<file path="src/rtl/ripple_height_field_stencil_core_assert.svh">
// Assertion helpers; the enclosing module must provide clk and rst.
`ifndef RIPPLE_HEIGHT_FIELD_STENCIL_CORE_ASSERT_SVH
`define RIPPLE_HEIGHT_FIELD_STENCIL_CORE_ASSERT_SVH

// Same-cycle implication.
`define RHFS_ASSERT_NOW(lbl, pre, post, msg) \
  lbl: assert property (@(posedge clk) disable iff (rst) (pre) |-> (post)) \
    else $error(msg);

// Next-cycle implication.
`define RHFS_ASSERT_NEXT(lbl, pre, post, msg) \
  lbl: assert property (@(posedge clk) disable iff (rst) (pre) |=> (post)) \
    else $error(msg);

`endif

</file>
<file path="src/rtl/rhfs_pkg.sv">
package rhfs_pkg;

  localparam int DEF_MAX_WIDTH   = 1024;
  localparam int DEF_MAX_HEIGHT  = 1024;
  localparam int DEF_HEIGHT_BITS = 16;

  localparam int CFG_BITS   = 11;
  localparam int SHIFT_BITS = 4;
  localparam int IDX_BITS   = 20;
  localparam int MIN_DIM    = 3;
  localparam int QUEUE_DEPTH = 4;

  // Stencil shifts
  localparam int RIPPLE_SHIFT = 2;
  localparam int SMOOTH_SHIFT = 3;

  typedef enum logic [1:0] {
    REG_FIELD_WIDTH   = 2'd0,
    REG_FIELD_HEIGHT  = 2'd1,
    REG_DAMPING_SHIFT = 2'd2,
    REG_UPDATE_MODE   = 2'd3
  } reg_index_t;

  typedef enum logic {
    MODE_RIPPLE = 1'b0,
    MODE_SMOOTH = 1'b1
  } update_mode_t;

  localparam logic [CFG_BITS-1:0]   RST_FIELD_WIDTH   = 11'd256;
  localparam logic [CFG_BITS-1:0]   RST_FIELD_HEIGHT  = 11'd256;
  localparam logic [SHIFT_BITS-1:0] RST_DAMPING_SHIFT = 4'd2;

  typedef struct packed {
    logic has_int;   // completes the interior cell up-left of this one
    logic has_bord;  // this cell is on the border
  } flags_t;

  typedef struct packed {
    update_mode_t            mode;
    logic [SHIFT_BITS-1:0]   shift;
  } mode_cfg_t;

endpackage

</file>
<file path="src/rtl/rhfs_back.sv">
`include "ripple_height_field_stencil_core_assert.svh"

module rhfs_back #(
  parameter int MAX_WIDTH   = rhfs_pkg::DEF_MAX_WIDTH,
  parameter int MAX_HEIGHT  = rhfs_pkg::DEF_MAX_HEIGHT,
  parameter int HEIGHT_BITS = rhfs_pkg::DEF_HEIGHT_BITS
) (
  input  logic                            clk,
  input  logic                            rst,
  input  logic                            q_valid,
  output logic                            q_pop,
  input  rhfs_pkg::flags_t                q_flags,
  input  logic [$clog2(MAX_HEIGHT)-1:0]   q_row,
  input  logic [$clog2(MAX_WIDTH)-1:0]    q_col,
  input  logic signed [HEIGHT_BITS+2:0]   q_sum,
  input  logic signed [HEIGHT_BITS-1:0]   q_dprev,
  input  logic signed [HEIGHT_BITS-1:0]   q_prev,
  input  logic [$clog2(MAX_WIDTH):0]      wdim,
  input  rhfs_pkg::mode_cfg_t             mode_cfg,
  input  logic                            pop,
  output logic                            empty,
  output logic signed [HEIGHT_BITS-1:0]   new_height,
  output logic [rhfs_pkg::IDX_BITS-1:0]   cell_index,
  output logic                            last_of_item
);
  import rhfs_pkg::*;

  localparam int COL_BITS = $clog2(MAX_WIDTH);
  localparam int ROW_BITS = $clog2(MAX_HEIGHT);
  localparam int W_BITS   = COL_BITS + 1;
  localparam int VW       = HEIGHT_BITS + 3;
  localparam logic signed [VW-1:0] SAT_HI = (VW'(1) <<< (HEIGHT_BITS-1)) - VW'(1);
  localparam logic signed [VW-1:0] SAT_LO = -SAT_HI - VW'(1);

  // execute stage
  logic                          e_valid;
  logic                          e_ready;
  flags_t                        e_flags;
  logic signed [VW-1:0]          e_v1;
  logic [IDX_BITS-1:0]           e_prod;
  logic [COL_BITS-1:0]           e_col;
  logic signed [HEIGHT_BITS-1:0] e_prev;
  logic signed [VW-1:0]          v1_next;
  logic [ROW_BITS+W_BITS-1:0]    prod_full;

  // result register, up to two results per cell
  logic                          o_int_pend;
  logic                          o_bord_pend;
  logic                          o_free;
  logic signed [HEIGHT_BITS-1:0] o_int_val;
  logic signed [HEIGHT_BITS-1:0] o_bord_val;
  logic [IDX_BITS-1:0]           o_int_idx;
  logic [IDX_BITS-1:0]           o_bord_idx;
  logic signed [VW-1:0]          damp;
  logic signed [VW-1:0]          fin;
  logic signed [HEIGHT_BITS-1:0] sat_v;
  logic [IDX_BITS-1:0]           bidx;
  logic [IDX_BITS-1:0]           iidx;

  always_comb begin
    if (mode_cfg.mode == MODE_RIPPLE) begin
      v1_next = (q_sum >>> RIPPLE_SHIFT) - VW'(q_dprev);
    end else begin
      v1_next = ((q_sum >>> SMOOTH_SHIFT) + VW'(q_dprev)) >>> 1;
    end
  end

  assign prod_full = q_row * wdim;

  assign e_ready = !e_valid || o_free;
  assign q_pop   = q_valid && e_ready;

  always_ff @(posedge clk) begin
    if (rst) begin
      e_valid <= 1'b0;
    end else if (e_ready) begin
      e_valid <= q_valid;
    end
  end

  always_ff @(posedge clk) begin
    if (q_pop) begin
      e_flags <= q_flags;
      e_v1    <= v1_next;
      e_prod  <= IDX_BITS'(prod_full);
      e_col   <= q_col;
      e_prev  <= q_prev;
    end
  end

  // damping (ripple mode only), saturation and both indices
  always_comb begin
    damp = e_v1 - (e_v1 >>> mode_cfg.shift);
    fin  = (mode_cfg.mode == MODE_RIPPLE) ? damp : e_v1;
    if (fin > SAT_HI) begin
      sat_v = SAT_HI[HEIGHT_BITS-1:0];
    end else if (fin < SAT_LO) begin
      sat_v = SAT_LO[HEIGHT_BITS-1:0];
    end else begin
      sat_v = fin[HEIGHT_BITS-1:0];
    end
    bidx = e_prod + IDX_BITS'(e_col);
    iidx = bidx - IDX_BITS'(wdim) - IDX_BITS'(1);
  end

  assign empty        = !(o_int_pend || o_bord_pend);
  assign last_of_item = !(o_int_pend && o_bord_pend);
  assign new_height   = o_int_pend ? o_int_val : o_bord_val;
  assign cell_index   = o_int_pend ? o_int_idx : o_bord_idx;
  assign o_free       = empty || (pop && last_of_item);

  always_ff @(posedge clk) begin
    if (rst) begin
      o_int_pend  <= 1'b0;
      o_bord_pend <= 1'b0;
    end else if (o_free) begin
      o_int_pend  <= e_valid && e_flags.has_int;
      o_bord_pend <= e_valid && e_flags.has_bord;
    end else if (pop) begin
      // interior result taken, border result follows
      o_int_pend <= 1'b0;
    end
  end

  always_ff @(posedge clk) begin
    if (o_free && e_valid) begin
      o_int_val  <= sat_v;
      o_bord_val <= e_prev;
      o_int_idx  <= iidx;
      o_bord_idx <= bidx;
    end
  end

  `RHFS_ASSERT_NEXT(a_second_result_follows, pop && !empty && !last_of_item, !empty && last_of_item, "second result of a cell lost")

endmodule

</file>
<file path="config.mk">
export PLATFORM = sky130hd
export DESIGN_NAME = rhfs_back
export DESIGN_NICKNAME = d
export VERILOG_FILES = /design/src/rtl/rhfs_pkg.sv /design/src/rtl/rhfs_back.sv
export VERILOG_INCLUDE_DIRS = /design/src /design/src/rtl
export SDC_FILE = /design/constraint.sdc
export NUM_CORES = 1
export LEC_CHECK = 0
export BUFFER_PORTS_ARGS = -buffer_cell sky130_fd_sc_hd__buf_2
export CAP_MARGIN = 15
export CELL_PAD_IN_SITES_DETAIL_PLACEMENT = 0
export CELL_PAD_IN_SITES_GLOBAL_PLACEMENT = 1
export CORE_UTILIZATION = 40
export CTS_CLUSTER_DIAMETER = 120
export CTS_CLUSTER_SIZE = 24
export DETAILED_ROUTE_END_ITERATION = 8
export GPL_ROUTABILITY_DRIVEN = 0
export PLACE_DENSITY = 0.76
export SLEW_MARGIN = 10
export SYNTH_ARGS = -nofsm -noshare
export SYNTH_HDL_FRONTEND = slang
export SYNTH_SLANG_ARGS = --single-unit
</file>
<file path="constraint.sdc">
create_clock -name clk -period 6.8 [get_ports clk]
set_input_delay 0.68 -clock clk [delete_from_list [all_inputs] [get_ports clk]]
set_output_delay 0.68 -clock clk [all_outputs]
set_load 0.03 [all_outputs]
</file>
==> metrics <==
status=finished with violations; failing checks=design-rule violations; Via density=5.15; H-tree level count=4; crit path DAT=5590 ps; final setup vio count=0; ANT nets after route=0; number of diodes=0; Crit. End Element=flop; Clock Tree Buf Depth=2; Slowest-stage cell, CP=fa_1; final hold vios=0; layout cell share with drive strength beyond 1=17.4%; Area Overhead vs Synth=12.2%; Worst Path Max Fanout=12; Root Driver=clkbuf_16; nets@finish=1722; Final Max Tran Viols=0; fillers=3191; Worst-Skew Late Latency=430 ps; top cell type's share of synthesized area=31.4%; Post-Synthesis Cell Area=13200 um2; vias in the first global route=9290; Lkg Pwr=6.44 nW; Fin Clk Skew=11.2 ps; num ports=132; HP Class=flop to flop; routed vias=9710; drt first-iter violations=447; placed wire-length estimate=22700 um; Most used DFF post-synth=edfxtp_1; # Post-CTS Setup Buffers=0; commonest non-fill, non-tap cell in the layout=inv_1; die area=33800 um2; maximum vdd drop=0.218 mV; final wirelength=28300 um; Post-CTS Resized=0; Hold Buf Count CTS=0; Tcrit/Tclk final=79.7%; IO buf count=129; Initial Util=40.6%; yosys warns=0; 1st-pass router iterations=6; cell chain of the critical path=buf_2 > and2_1 > fa_1 > fa_1 > fa_1 > fa_1 > inv_1 > fa_1 > inv_1 > ha_1 > a21o_1 > a21o_1 > a21oi_1 > o21ai_0 > a21o_1 > o2111a_1 > a211o_1; Critical Path RT=6970 ps; fmax=185 MHz; routed length per instance=15.0 um; FP Rows=66; sequential share of the synthesized area=31.8%; clock-pin slew on the worst setup and hold paths=60 ps; critical path launch point type=input port; syn_nets=1619; Critical Path Max Stage Delay=540 ps; TritonCTS clock tree=built; Die Width=184 um; Num CTS Buffers=17; DRC violations left=2; syn_area_per_cell=9.95 um2; Power Dens Cells=330 nW/um2; first-pass GRT wire length=46500 um; top cells by area, synth=edfxtp_1 (31%), ha_1 (12%), fa_1 (11%); Die Y=184 um; Syn Inst Count=1328; fin crit period=5420 ps; initial antenna violation count=0; largest net degree at the start of global routing=74; clock sinks=141; area leader, netlist=edfxtp_1; RSZ-0062 raised after global routing=false; utilization after layout=45.6%; register bit total from synthesis=141; GRT overflow=0; Max Cap Viol=0; Least-Margin Pin Slew=998 ps; TNS Setup=0 ps; post-synthesis cell type count=78; ys async rst share=0%; crit path kind=input port to flop; cell mode on critical path=fa_1; Global Route Usage Sum=17.2%; Post-synth EDFFs=138; most frequent cells in the layout=inv_1 (139), edfxtp_1 (138), buf_2 (129), ha_1 (124), nand2_1 (122); relative slew slack=31.8%; Core ar.=32500 um2
stage by stage:
stage | power [mW] | setup WS, ps | instance area, um2 | cells | hold slack (ps)
final | 4.89 | 1380 | 14800 | 1886 | 418
after global routing | 5.32 | 1080 | 14800 | 1886 | 408
after CTS | 4.93 | 1340 | 14800 | 1886 | 404
after detailed placement | 3.97 | 881 | 14200 | 1854 | 405
after global placement | 3.94 | 952 | 14200 | 1854 | 402
after floorplan | 3.44 | 1190 | 13200 | 1328 | 400
registers in the layout (all words and copies together), names as in the netlist, 10 cells and up:
| signal | count |
|---|---|
| o_bord_val | 16 |
| e_v1 | 18 |
| o_bord_idx | 20 |
| o_int_val | 16 |
| e_prev | 16 |
| o_int_idx | 20 |
| e_prod | 20 |
| e_col | 10 |
path summary, 6_finish.rpt:
path | startpoint | end | slack [ps] | depth (start not counted)
setup / recovery | wdim[1] | e_prod[18] | 1380 | 17
setup reg to reg | e_v1[7] | o_int_val[5] | 2230 | 14
hold / removal | e_prev[6] | o_bord_val[6] | 420 | 0
hold reg to reg | e_prev[6] | o_bord_val[6] | 420 | 0
cell usage after synthesis (16+ instances only):
library cell / n
a21o_1: 18
nand3_1: 27
a21oi_1: 72
nor2_1: 63
inv_1: 139
o21ai_0: 67
a211oi_1: 16
nand2_1: 122
nor3_1: 25
clkbuf_1: 37
mux2_2: 48
edfxtp_1: 138
xor2_1: 27
mux2i_1: 30
fa_1: 74
and2_1: 56
xnor2_1: 52
ha_1: 124
per-layer routing:
metal	wire [um]	GRT usage, %	part of all wire [%]	vias up
met5	0	0	0	-
met4	356	4.63	1.3	0
met3	1160	2.24	4.1	27
met2	11800	25.3	42	191
met1	15000	26.2	53	4582
li1	-	-	-	4910
worst max-delay path, delay by kind of cell:
kind            cells  cell delay [ps]
compound gates      7             1430
simple gates        1              190
fa+ha+maj           6             2970
buf+inv             3              290
where the power goes:
group	switching (mW)	internal, mW	leakage, nW
combinational	1.48	1.11	4.80
sequential	0.0945	1.28	1.34
clock	0.407	0.523	0.291
final cells by class:
| type | instances | area (um2) | share of cell area (%) |
|---|---|---|---|
| Timing Repair Buffer | 133 | 676 | 4.56 |
| Inverter | 140 | 526 | 3.54 |
| Sequential cell | 141 | 4210 | 28.4 |
| Clock inverter | 15 | 170 | 1.15 |
| Multi-Input combinational cell | 998 | 8270 | 55.8 |
| Clock buffer | 17 | 425 | 2.87 |
| Tap cell | 442 | 553 | 3.73 |
cell families (layout without fill, tap and decap cells):
| family | after synthesis | after routing | synth area share, % |
|---|---|---|---|
| simple gates | 363 | 363 | 13.6 |
| compound gates | 278 | 278 | 14.0 |
| fa+ha+maj | 198 | 198 | 23.0 |
| buf+inv | 189 | 305 | 5.70 |
| flops | 141 | 141 | 31.8 |
| mux | 80 | 80 | 6.70 |
| xor+xnor | 79 | 79 | 5.24 |
(Power assumes the default switching activity.)
