<file path="src/rtl/ripple_height_field_stencil_core_assert.svh">
// Assertion helpers; the enclosing module must provide clk and rst.
`ifndef RIPPLE_HEIGHT_FIELD_STENCIL_CORE_ASSERT_SVH
`define RIPPLE_HEIGHT_FIELD_STENCIL_CORE_ASSERT_SVH

// Same-cycle implication.
`define RHFS_ASSERT_NOW(lbl, pre, post, msg) \
  lbl: assert property (@(posedge clk) disable iff (rst) (pre) |-> (post)) \
    else $error(msg);

// Next-cycle implication.
`define RHFS_ASSERT_NEXT(lbl, pre, post, msg) \
  lbl: assert property (@(posedge clk) disable iff (rst) (pre) |=> (post)) \
    else $error(msg);

`endif

</file>
<file path="src/rtl/rhfs_pkg.sv">
package rhfs_pkg;

  localparam int DEF_MAX_WIDTH   = 1024;
  localparam int DEF_MAX_HEIGHT  = 1024;
  localparam int DEF_HEIGHT_BITS = 16;

  localparam int CFG_BITS   = 11;
  localparam int SHIFT_BITS = 4;
  localparam int IDX_BITS   = 20;
  localparam int MIN_DIM    = 3;
  localparam int QUEUE_DEPTH = 4;

  // Stencil shifts
  localparam int RIPPLE_SHIFT = 2;
  localparam int SMOOTH_SHIFT = 3;

  typedef enum logic [1:0] {
    REG_FIELD_WIDTH   = 2'd0,
    REG_FIELD_HEIGHT  = 2'd1,
    REG_DAMPING_SHIFT = 2'd2,
    REG_UPDATE_MODE   = 2'd3
  } reg_index_t;

  typedef enum logic {
    MODE_RIPPLE = 1'b0,
    MODE_SMOOTH = 1'b1
  } update_mode_t;

  localparam logic [CFG_BITS-1:0]   RST_FIELD_WIDTH   = 11'd256;
  localparam logic [CFG_BITS-1:0]   RST_FIELD_HEIGHT  = 11'd256;
  localparam logic [SHIFT_BITS-1:0] RST_DAMPING_SHIFT = 4'd2;

  typedef struct packed {
    logic has_int;   // completes the interior cell up-left of this one
    logic has_bord;  // this cell is on the border
  } flags_t;

  typedef struct packed {
    update_mode_t            mode;
    logic [SHIFT_BITS-1:0]   shift;
  } mode_cfg_t;

endpackage

</file>
<file path="src/rtl/rhfs_queue.sv">
`include "ripple_height_field_stencil_core_assert.svh"

module rhfs_queue #(
  parameter int WIDTH = 8,
  parameter int DEPTH = rhfs_pkg::QUEUE_DEPTH
) (
  input  logic                       clk,
  input  logic                       rst,
  input  logic                       push,
  input  logic [WIDTH-1:0]           din,
  input  logic                       pop,
  output logic [WIDTH-1:0]           dout,
  output logic [$clog2(DEPTH+1)-1:0] count
);
  localparam int PTR_BITS = (DEPTH > 1) ? $clog2(DEPTH) : 1;
  localparam int CNT_BITS = $clog2(DEPTH+1);

  logic [WIDTH-1:0]    mem [DEPTH];
  logic [PTR_BITS-1:0] wr_ptr;
  logic [PTR_BITS-1:0] rd_ptr;

  assign dout = mem[rd_ptr];

  always_ff @(posedge clk) begin
    if (push) begin
      mem[wr_ptr] <= din;
    end
  end

  always_ff @(posedge clk) begin
    if (rst) begin
      wr_ptr <= '0;
      rd_ptr <= '0;
      count  <= '0;
    end else begin
      if (push) begin
        wr_ptr <= (wr_ptr == PTR_BITS'(DEPTH-1)) ? '0 : wr_ptr + 1'b1;
      end
      if (pop) begin
        rd_ptr <= (rd_ptr == PTR_BITS'(DEPTH-1)) ? '0 : rd_ptr + 1'b1;
      end
      if (push && !pop) begin
        count <= count + 1'b1;
      end else if (pop && !push) begin
        count <= count - 1'b1;
      end
    end
  end

  `RHFS_ASSERT_NOW(a_queue_no_overflow, push && !pop, count != CNT_BITS'(DEPTH), "queue overflow")
  `RHFS_ASSERT_NOW(a_queue_no_underflow, pop, count != '0, "queue underflow")

endmodule

</file>
<file path="config.mk">
export PLATFORM = sky130hd
export DESIGN_NAME = rhfs_queue
export DESIGN_NICKNAME = d
export VERILOG_FILES = /design/src/rtl/rhfs_pkg.sv /design/src/rtl/rhfs_queue.sv
export VERILOG_INCLUDE_DIRS = /design/src /design/src/rtl
export SDC_FILE = /design/constraint.sdc
export NUM_CORES = 1
export LEC_CHECK = 0
export BUFFER_PORTS_ARGS = -buffer_cell sky130_fd_sc_hd__buf_2
export CORE_MARGIN = 2
export CORE_UTILIZATION = 58
export CTS_BUF_LIST = sky130_fd_sc_hd__clkbuf_8 sky130_fd_sc_hd__clkbuf_16
export CTS_CLUSTER_SIZE = 20
export DETAILED_ROUTE_END_ITERATION = 6
export GPL_ROUTABILITY_DRIVEN = 0
export PLACE_DENSITY = 0.81
export SLEW_MARGIN = 20
export SYNTH_ARGS = -nofsm -noshare
export SYNTH_HDL_FRONTEND = slang
export SYNTH_SLANG_ARGS = --single-unit
</file>
<file path="constraint.sdc">
create_clock -name clk -period 4.8 [get_ports clk]
set_clock_uncertainty 0.15 [all_clocks]
set_input_delay 0.24 -clock clk [delete_from_list [all_inputs] [get_ports clk]]
set_output_delay 0.24 -clock clk [all_outputs]
set_load 0.01 [all_outputs]
</file>
==> results.toml, run 1 <==
[logic_synthesis]
netlist_area_mm2 = 0.00159
synth_fp_nets = 104
synth_seq_cells = 41
synth_cell_type_count = 16
synth_cells = 85
postSynthAreaPerCell_um2 = 18.7
yosysSeqAreaShare_pct = 71.9
synth_warnings = 0

[pwr]
vdd_ir_drop_max_uv = 315
p_comb_share_pct = 10.9
sequentialPowerShare_pct = 60.3
powerDensity_mw_per_mm2 = 384
p_clk_share_pct = 28.7
p_leak_nw = 0.690
p_sw_share_pct = 22.3
p_int_mw = 0.537
switchingPower_mw = 0.154

[timing]
final-setup-viol-count = 0
hold_viol = 0
worstMarginPinSlew_ns = 0.528
finalCritPeriodShare_pct = 43.2
period_needed_ns = 2.07
grt_setup_unrepaired = "false"
fin_hold_ws_ns = 0.0153
finalMaxSlewViolations = 0
fmax_ghz = 0.483
fin_tns_setup_ns = 0
layout_setup_ws_ns = 2.73
relSlewSlack_pct = 64.7

[grt]
grt_overflow = 0
grtUsageTotal_pct = 17.4
antenna_found_initial = 0
grt_pass1_wl_mm = 3.91
grt_pass1_vias = 823
grt_max_degree = 12

[critical_path]
rr_startpoint = "count[0]"
crit_path_max_fanout = 8
startpoint_type = "flop"
path_class = "reg2out"
worst_ep_arrival_time_ns = 1.68
crit_path_end_kind = "primary output"
required_ns = 4.41

[place]
io_buffer_count = 22
dpl.hpwl_mm = 1.71
placed_area_mm2 = 0.00172
place_inst = 135
place_ws_ns = 2.88

[clock_network]
cts_resized = 0
cts_buffers = 5
htree_levels = 2
cts-root-buf = "clkbuf_8"
cts.sinks = 41
ctsHoldBuffers = 0
cts.clk_slew.worst_paths_ns = 0.07
clock_latency_ns = 0.28
post_cts.repair.setup_buffers = 0
cts_buffer_depth = 2
cts_tree = "done"

[layout]
syn_to_final_growth_pct = 13.3
fin_area_mm2 = 0.00180
fillCellCount = 166
num_antenna_cells = 0
layout_commonest_cell = "edfxtp_1"
layout_common_cells = "edfxtp_1, buf_2, dfxtp_1"
final_net_count = 131
finalNonFillerCells = 143
layout-drive-gt1-share_pct = 31.0

[floorplanning]
die_y_um = 56.3
start_util_pct = 62.4
coreArea_mm2 = 0.00254
floorplan.rows = 18
io_pins = 23
dieArea_mm2 = 0.00317
die_w_um = 56.3

[detailed_routing]
drcViolationCount = 0
avgViaCountPerCell = 5.52
drt-initial-drc-count = 19
num_vias = 790
wire_per_inst_um = 16.8
route.met3.wl_um = 100
top_layer = "met4"
drt_first_pass_iters = 3
m1WireLength_mm = 1.02
ant_nets = 0
routed_wl_mm = 2.41
met2WireLength_mm = 1.22

[min_path]
hold_start = "din[1]"
hp-class = "in2reg"

[job]
maxCapViolCount = 0

[run_status]
status = "finished, final reports clean"
==> layer usage <==
layer  vias up  GRT usage (%)
met4         0           11.2
met5         -              0
li1        377              -
met1       381           20.1
met2        25           28.7
met3         7           4.38
==> cell usage after synthesis <==
library cell  count  area, µm²
a21oi_1           3       15.0
or3_1             1       6.26
mux2i_1           3       30.0
o21ai_0           1       5.00
clkbuf_2          1       5.00
buf_6             1       11.3
and2_1            4       25.0
xor2_1            2       17.5
nor2_1            6       22.5
mux4_2            8        180
fa_1              1       20.0
ha_1              6       75.1
edfxtp_1         32        961
inv_1             5       18.8
nor3b_1           2       15.0
dfxtp_1           9        180
==> final timing paths <==
path,end,slack [ns],cells after the start
min reg2reg,count[2],0.37,2
max,dout[4],2.73,2
min,mem[0][1],0.02,1
max reg2reg,count[2],3.12,4
==> metrics by stage <==
step | utilization (%) | total power [mW]
3_5_place_dp | 67.6 | 0.501
6_report | 70.7 | 0.691
5_1_grt | 70.7 | 0.719
2_1_floorplan | - | 0.468
3_3_place_gp | 67.6 | 0.493
4_1_cts | 70.7 | 0.696
==> logic make-up (layout without fill, tap and decap cells) <==
group / Yosys count / count (layout) / share of synthesized area (%)
adders and majority gates: 7 / 7 / 5.99
buffers and inverters: 7 / 35 / 2.21
and+or+nand+nor: 13 / 13 / 4.33
muxes: 11 / 11 / 13.2
AOI/OAI and AO/OA: 4 / 4 / 1.26
DFF: 41 / 41 / 71.9
xor gates and xnor gates: 2 / 2 / 1.10
==> power groups by stage <==
| stage | logic (mW) | registers (mW) | clock network (mW) |
|---|---|---|---|
| global placement | 0.0706 | 0.423 | 0 |
| CTS | 0.0769 | 0.417 | 0.202 |
| finish | 0.0755 | 0.417 | 0.198 |
| floorplan | 0.0488 | 0.419 | 0 |
| global route | 0.0831 | 0.419 | 0.217 |
| detailed placement | 0.0761 | 0.425 | 0 |
==> sequential cells by signal (all words and copies together) (netlist names), named ones only <==
name,count
mem,32
count,3
rd_ptr,2
wr_ptr,2
==> worst max-delay path: stages, from the launching register on <==
cell and delay [ns]:
dfxtp_1 0.65, mux4_2 0.59, buf_2 0.16
==> area by class of cell <==
cell class | count | area [µm²] | area share [%]
Clock buffer | 5 | 68.8 | 3.82
Multi-Input combinational cell | 37 | 412 | 22.9
Clock inverter | 3 | 11.3 | 0.626
Tap cell | 30 | 37.5 | 2.09
Sequential cell | 41 | 1140 | 63.4
Inverter | 5 | 18.8 | 1.04
Timing Repair Buffer | 22 | 110 | 6.12
(Power assumes the default switching activity.)
==> inputs of run 2 (changes only) <==
--- a/config.mk
+++ b/config.mk
@@ -6,14 +6,15 @@
 export SDC_FILE = /design/constraint.sdc
 export NUM_CORES = 1
 export LEC_CHECK = 0
+export ABC_AREA = 1
 export BUFFER_PORTS_ARGS = -buffer_cell sky130_fd_sc_hd__buf_2
 export CORE_MARGIN = 2
-export CORE_UTILIZATION = 58
+export CORE_UTILIZATION = 50
 export CTS_BUF_LIST = sky130_fd_sc_hd__clkbuf_8 sky130_fd_sc_hd__clkbuf_16
 export CTS_CLUSTER_SIZE = 20
 export DETAILED_ROUTE_END_ITERATION = 6
 export GPL_ROUTABILITY_DRIVEN = 0
-export PLACE_DENSITY = 0.81
+export PLACE_DENSITY = 0.74
 export SLEW_MARGIN = 20
 export SYNTH_ARGS = -nofsm -noshare
 export SYNTH_HDL_FRONTEND = slang
==> constraint.sdc (replaced) <==
create_clock -name clk -period 1.8 [get_ports clk]
set_clock_uncertainty 0.15 [all_clocks]
set_input_delay 0.09 -clock clk [delete_from_list [all_inputs] [get_ports clk]]
set_output_delay 0.09 -clock clk [all_outputs]
set_load 0.01 [all_outputs]
==> run 2 against run 1 <==
Against the previous run:
- utilization is 5.9 points lower
- global-route usage increased by 2.0 points
- die area is 18% higher
- via count is 38% higher
- sequential cell count is the same
- final area up 11%
- total power grew to 2.8 times the previous value
- worst hold slack improved by 0.0023 ns
- non-clock buffer count is 12 higher
- routed wire length grew 28%
- highest routed layer unchanged
==> results.toml, run 2 <==
[run_status]
status = "finished, final reports clean"

[logic_synthesis]
postSynthAreaPerCell_um2 = 12.3
synthTopCellsByCount = "edfxtp_1, nor2_1, inv_1, o21ai_0, dfxtp_1"
synth_largest_area_cell = "edfxtp_1"
synth_warnings = 0
synth_cell_type_count = 19
yosysSeqAreaShare_pct = 69.5
netlist_area_mm2 = 0.00164
yosysMostFrequentCell = "edfxtp_1"
synth_fp_nets = 152
async_reset_ff_share_pct = 0
synth-main-ff-cell = "edfxtp_1"
synth_cells = 133
synth_top_area_share_pct = 58.5
synth_edf_count = 32
synth_seq_cells = 41
netlist_top_cells_area = "edfxtp_1, dfxtp_1, nor2_1, ha_1, o21ai_0"

[timing]
final-setup-viol-count = 0
period_needed_ns = 1.70
worstMarginPinSlew_ns = 0.369
grt_setup_unrepaired = "false"
relSlewSlack_pct = 75.4
hold_viol = 0
layout_setup_ws_ns = 0.0988
finalCritPeriodShare_pct = 94.5
fmax_ghz = 0.588
fin_tns_setup_ns = 0
finalMaxSlewViolations = 0

[layout]
final_net_count = 191
regMostFlops = "mem"
fillCellCount = 243
layout-drive-gt1-share_pct = 22.5
reg_top3 = "mem (32), count (3)"
layout_common_cells = "edfxtp_1, nor2_1, buf_2"
layout_commonest_cell = "edfxtp_1"
largest_register_ffs = 32
num_antenna_cells = 0
syn_to_final_growth_pct = 21.6

[detailed_routing]
wire_per_inst_um = 14.2
routed_wl_mm = 3.08
drcViolationCount = 0
drt-initial-drc-count = 59
avgViaCountPerCell = 5.01
num_vias = 1087
ant_nets = 0
drt_first_pass_iters = 4

[place]
place_ws_ns = 0.275
io_buffer_count = 22
dpl.hpwl_mm = 1.99

[floorplanning]
io_pins = 23
start_util_pct = 53.3
die_y_um = 61.3
die_w_um = 61.3
floorplan.rows = 20
coreArea_mm2 = 0.00308
dieArea_mm2 = 0.00376

[critical_path]
rrSetupSlack_ns = 0.38
path_class = "reg2out"
crit_path_end_kind = "primary output"
crit_path_max_fanout = 9
startpoint_type = "flop"
required_ns = 1.56
worst_ep_arrival_time_ns = 1.46

[clock_network]
htree_levels = 2
cts.clk_slew.worst_paths_ns = 0.07
cts-root-buf = "clkbuf_8"
cts_buffer_depth = 2
cts.sinks = 41
cts_buffers = 5
clock_latency_ns = 0.29
cts_tree = "done"
post_cts.repair.setup_buffers = 0

[grt]
gr-usage-met2_pct = 30.9
use_met1_pct = 23.4
grt_max_degree = 17
grt_pass1_vias = 1073
grt_overflow = 0
grt_util_met3_pct = 6.93
gr-max-usage-layer = "met2"
antenna_found_initial = 0
grt_pass1_wl_mm = 4.90
grtUsageTotal_pct = 19.4

[pwr]
p_leak_nw = 0.810
powerDensity_mw_per_mm2 = 986
vdd_ir_drop_max_uv = 729

[min_path]
hp-class = "in2reg"

[job]
maxCapViolCount = 0
==> run 2: report_power, final <==
part	leakage (nW)	switching, mW	internal, mW
Clock	0.0486	0.303	0.304
Combinational	0.393	0.150	0.107
Sequential	0.369	0.0321	1.07
Total	0.810	0.485	1.48
==> run 2: final timing paths <==
kind	startpoint	to	cells past startpoint
worst max-delay path	flop	dout[6]	4
worst min-delay path	push	wr_ptr[1]	3
worst max register to register	wr_ptr[0]	mem[3][4]	3
worst min register to register	wr_ptr[1]	wr_ptr[1]	2
==> run 2: area by class of cell <==
| cell class | instances | area [µm²] | area share [%] |
|---|---|---|---|
| inverter | 16 | 60.1 | 3.01 |
| timing repair buffer | 34 | 225 | 11.3 |
| tap | 44 | 55.1 | 2.76 |
| sequential | 41 | 1140 | 57.2 |
| multi-input combinational | 74 | 423 | 21.2 |
| clock buffer | 6 | 82.6 | 4.14 |
| clock inverter | 2 | 8.76 | 0.439 |
==> run 2: metrics by stage <==
stage | area [µm²] | instances | util [%] | power [mW] | hold WS [ns]
floorplan | 1640 | 133 | - | 1.27 | 0.0124
global placement | 1800 | 199 | 58.5 | 1.35 | 0.151
detailed placement | 1800 | 199 | 58.5 | 1.36 | 0.157
CTS | 1990 | 217 | 64.7 | 1.98 | 0.0166
global route | 2000 | 217 | 64.8 | 2.05 | 0.0671
finish | 2000 | 217 | 64.8 | 1.97 | 0.0176
==> run 2: cells by family after synthesis <==
group                      synth area share, %
and+or+nand+nor                           8.92
xor gates and xnor gates                 0.534
DFF                                       69.5
adders and majority gates                 5.79
buffers and inverters                     5.03
AOI/OAI and AO/OA                         10.2
==> run 2: timing repair <==
item / CTS / global route
setup endpoints to repair: 0 / 1
hold endpoints to repair: 39 / 0
gates resized for setup: 0 / 3
hold buffers: 10 / 0
==> run 2: critical path, stage by stage, from the launching register on <==
cell and delay (ns):
dfxtp_1 0.41, inv_1 0.28, o21ai_0 0.16, o22ai_1 0.16, buf_2 0.16
==> run 2: per-layer routing <==
metal | vias up | wire [µm]
met3 | 6 | 141
met2 | 31 | 1520
met4 | 0 | 61
met1 | 511 | 1350
met5 | - | 0
li1 | 539 | -
==> inputs of run 3 (changes only) <==
--- a/config.mk
+++ b/config.mk
@@ -8,13 +8,14 @@
 export LEC_CHECK = 0
 export ABC_AREA = 1
 export BUFFER_PORTS_ARGS = -buffer_cell sky130_fd_sc_hd__buf_2
+export CORE_ASPECT_RATIO = 0.9
 export CORE_MARGIN = 2
-export CORE_UTILIZATION = 50
+export CORE_UTILIZATION = 44
 export CTS_BUF_LIST = sky130_fd_sc_hd__clkbuf_8 sky130_fd_sc_hd__clkbuf_16
 export CTS_CLUSTER_SIZE = 20
 export DETAILED_ROUTE_END_ITERATION = 6
 export GPL_ROUTABILITY_DRIVEN = 0
-export PLACE_DENSITY = 0.74
+export PLACE_DENSITY = 0.66
 export SLEW_MARGIN = 20
 export SYNTH_ARGS = -nofsm -noshare
 export SYNTH_HDL_FRONTEND = slang
==> run 3 against run 2 <==
Against the previous run:
- non-clock buffer count is the same
- cell count grew 0.92%
- critical path depth is the same
- sequential cell count is the same
- die area grew 13%
- routed wire length shrank 5.6%
- total power grew 12%
- worst setup slack gained 0.023 ns
- via count shrank 0.28%
- clock power grew 40%
==> results.toml, run 3 (synthesis results as in run 2) <==
[run_status]
status = "finished, final reports clean"

[timing]
fin_tns_setup_ns = 0
final-setup-viol-count = 0
grt_setup_unrepaired = "false"
finalMaxSlewViolations = 0
finalCritPeriodShare_pct = 93.3
layout_setup_ws_ns = 0.121
period_needed_ns = 1.68
hold_viol = 0
fmax_ghz = 0.596
worstMarginPinSlew_ns = 0.388
relSlewSlack_pct = 74.1
fin_hold_ws_ns = 0.00990

[floorplanning]
floorplan.rows = 21
start_util_pct = 44.9
die_w_um = 68.4
dieArea_mm2 = 0.00424
coreArea_mm2 = 0.00365
die_y_um = 61.9
io_pins = 23

[place]
place_ws_ns = 0.295
dpl.hpwl_mm = 1.96
io_buffer_count = 22
placed_area_mm2 = 0.00180

[clock_network]
htree_levels = 2
cts_buffer_depth = 2
cts.clk_slew.worst_paths_ns = 0.07
cts-root-buf = "clkbuf_8"
cts_tree = "done"
post_cts.repair.setup_buffers = 0
cts.sinks = 41
clock_latency_ns = 0.29
cts_buffers = 5

[pwr]
vdd_ir_drop_max_uv = 729
p_leak_nw = 0.829
powerDensity_mw_per_mm2 = 1080

[critical_path]
r2r.worst_path.cells = 3
startpoint_type = "flop"
required_ns = 1.56
path_cells = "inv_1 > o21ai_0 > o22ai_1 > buf_2"
worst_path_max_delay_cell = "dfxtp_1"
timing.rr.end = "mem[3][3]"
crit_path_max_fanout = 9
rrSetupSlack_ns = 0.35
worst_ep_arrival_time_ns = 1.44
crit_path_end_kind = "primary output"
crit_end = "dout[5]"
rr_startpoint = "wr_ptr[0]"
slowest_delay_ns = 0.53
path_class = "reg2out"

[detailed_routing]
wire_per_inst_um = 13.3
num_vias = 1084
ant_nets = 0
drt_first_pass_iters = 4
drcViolationCount = 0
avgViaCountPerCell = 4.95
routed_wl_mm = 2.90
drt-initial-drc-count = 32

[layout]
layout_commonest_cell = "edfxtp_1"
final_net_count = 191
reg_top3 = "mem (32), count (3)"
num_antenna_cells = 0
regMostFlops = "mem"
seqCellArea_mm2 = 0.00114
multi_input_area_um2 = 423
layout-drive-gt1-share_pct = 23.1
layout_common_cells = "edfxtp_1, nor2_1, buf_2"
largest_register_ffs = 32
fin_area_mm2 = 0.00204
syn_to_final_growth_pct = 24.3
fillCellCount = 311

[grt]
grt_overflow = 0
grt_pass1_wl_mm = 4.42
antenna_found_initial = 0
grt_pass1_vias = 1013
grtUsageTotal_pct = 15.4
grt_max_degree = 17

[min_path]
hp-class = "in2reg"

[job]
maxCapViolCount = 0
## run 3: worst min-delay path by stage
stage	startpoint	endpoint	slack (ns)	cells past startpoint
floorplan	rst	count[0]	0.01	1
global placement	rst	count[0]	0.15	2
detailed placement	din[1]	mem[1][1]	0.16	1
CTS	push	wr_ptr[1]	0.004	3
global route	push	wr_ptr[1]	0.03	3
finish	push	wr_ptr[1]	0.01	3
## run 3: per-stage QoR
step / utilization, % / std cells / power (mW)
2_1_floorplan: - / 133 / 1.27
3_3_place_gp: 49.3 / 201 / 1.35
3_5_place_dp: 49.3 / 201 / 1.36
4_1_cts: 55.7 / 219 / 2.22
5_1_grt: 55.9 / 219 / 2.32
6_report: 55.9 / 219 / 2.21
## run 3: cell type report
type | count | share of cell area, %
sequential | 41 | 55.9
multi-input combinational | 74 | 20.7
timing repair buffer | 34 | 11.0
clock buffer | 5 | 3.37
clock inverter | 3 | 3.19
inverter | 16 | 2.94
tap | 46 | 2.82
## run 3: worst max-delay path: cells and delay by family (launching register included)
kind            cells  cell delay, ns
compound gates      2            0.23
buf+inv             2            0.39
flops               1            0.53
## run 3: what timing repair did
item	4_1_cts	5_1_grt
endpoints found under the hold margin	39	0
hold buffers	10	0
gates resized for setup	0	3
endpoints found under the setup margin	0	2
## run 3: power by group
group | switching, mW | internal [mW] | leakage, nW
combinational | 0.146 | 0.107 | 0.393
sequential | 0.0320 | 1.07 | 0.369
clock | 0.302 | 0.550 | 0.0681
## run 3: per-layer routing
metal	vias to the layer above	track usage, %	share of wire, %
li1	541	-	-
met1	510	16.8	42
met2	28	26.8	51
met3	5	6.31	5.2
met4	0	6.00	1.6
met5	-	0	0
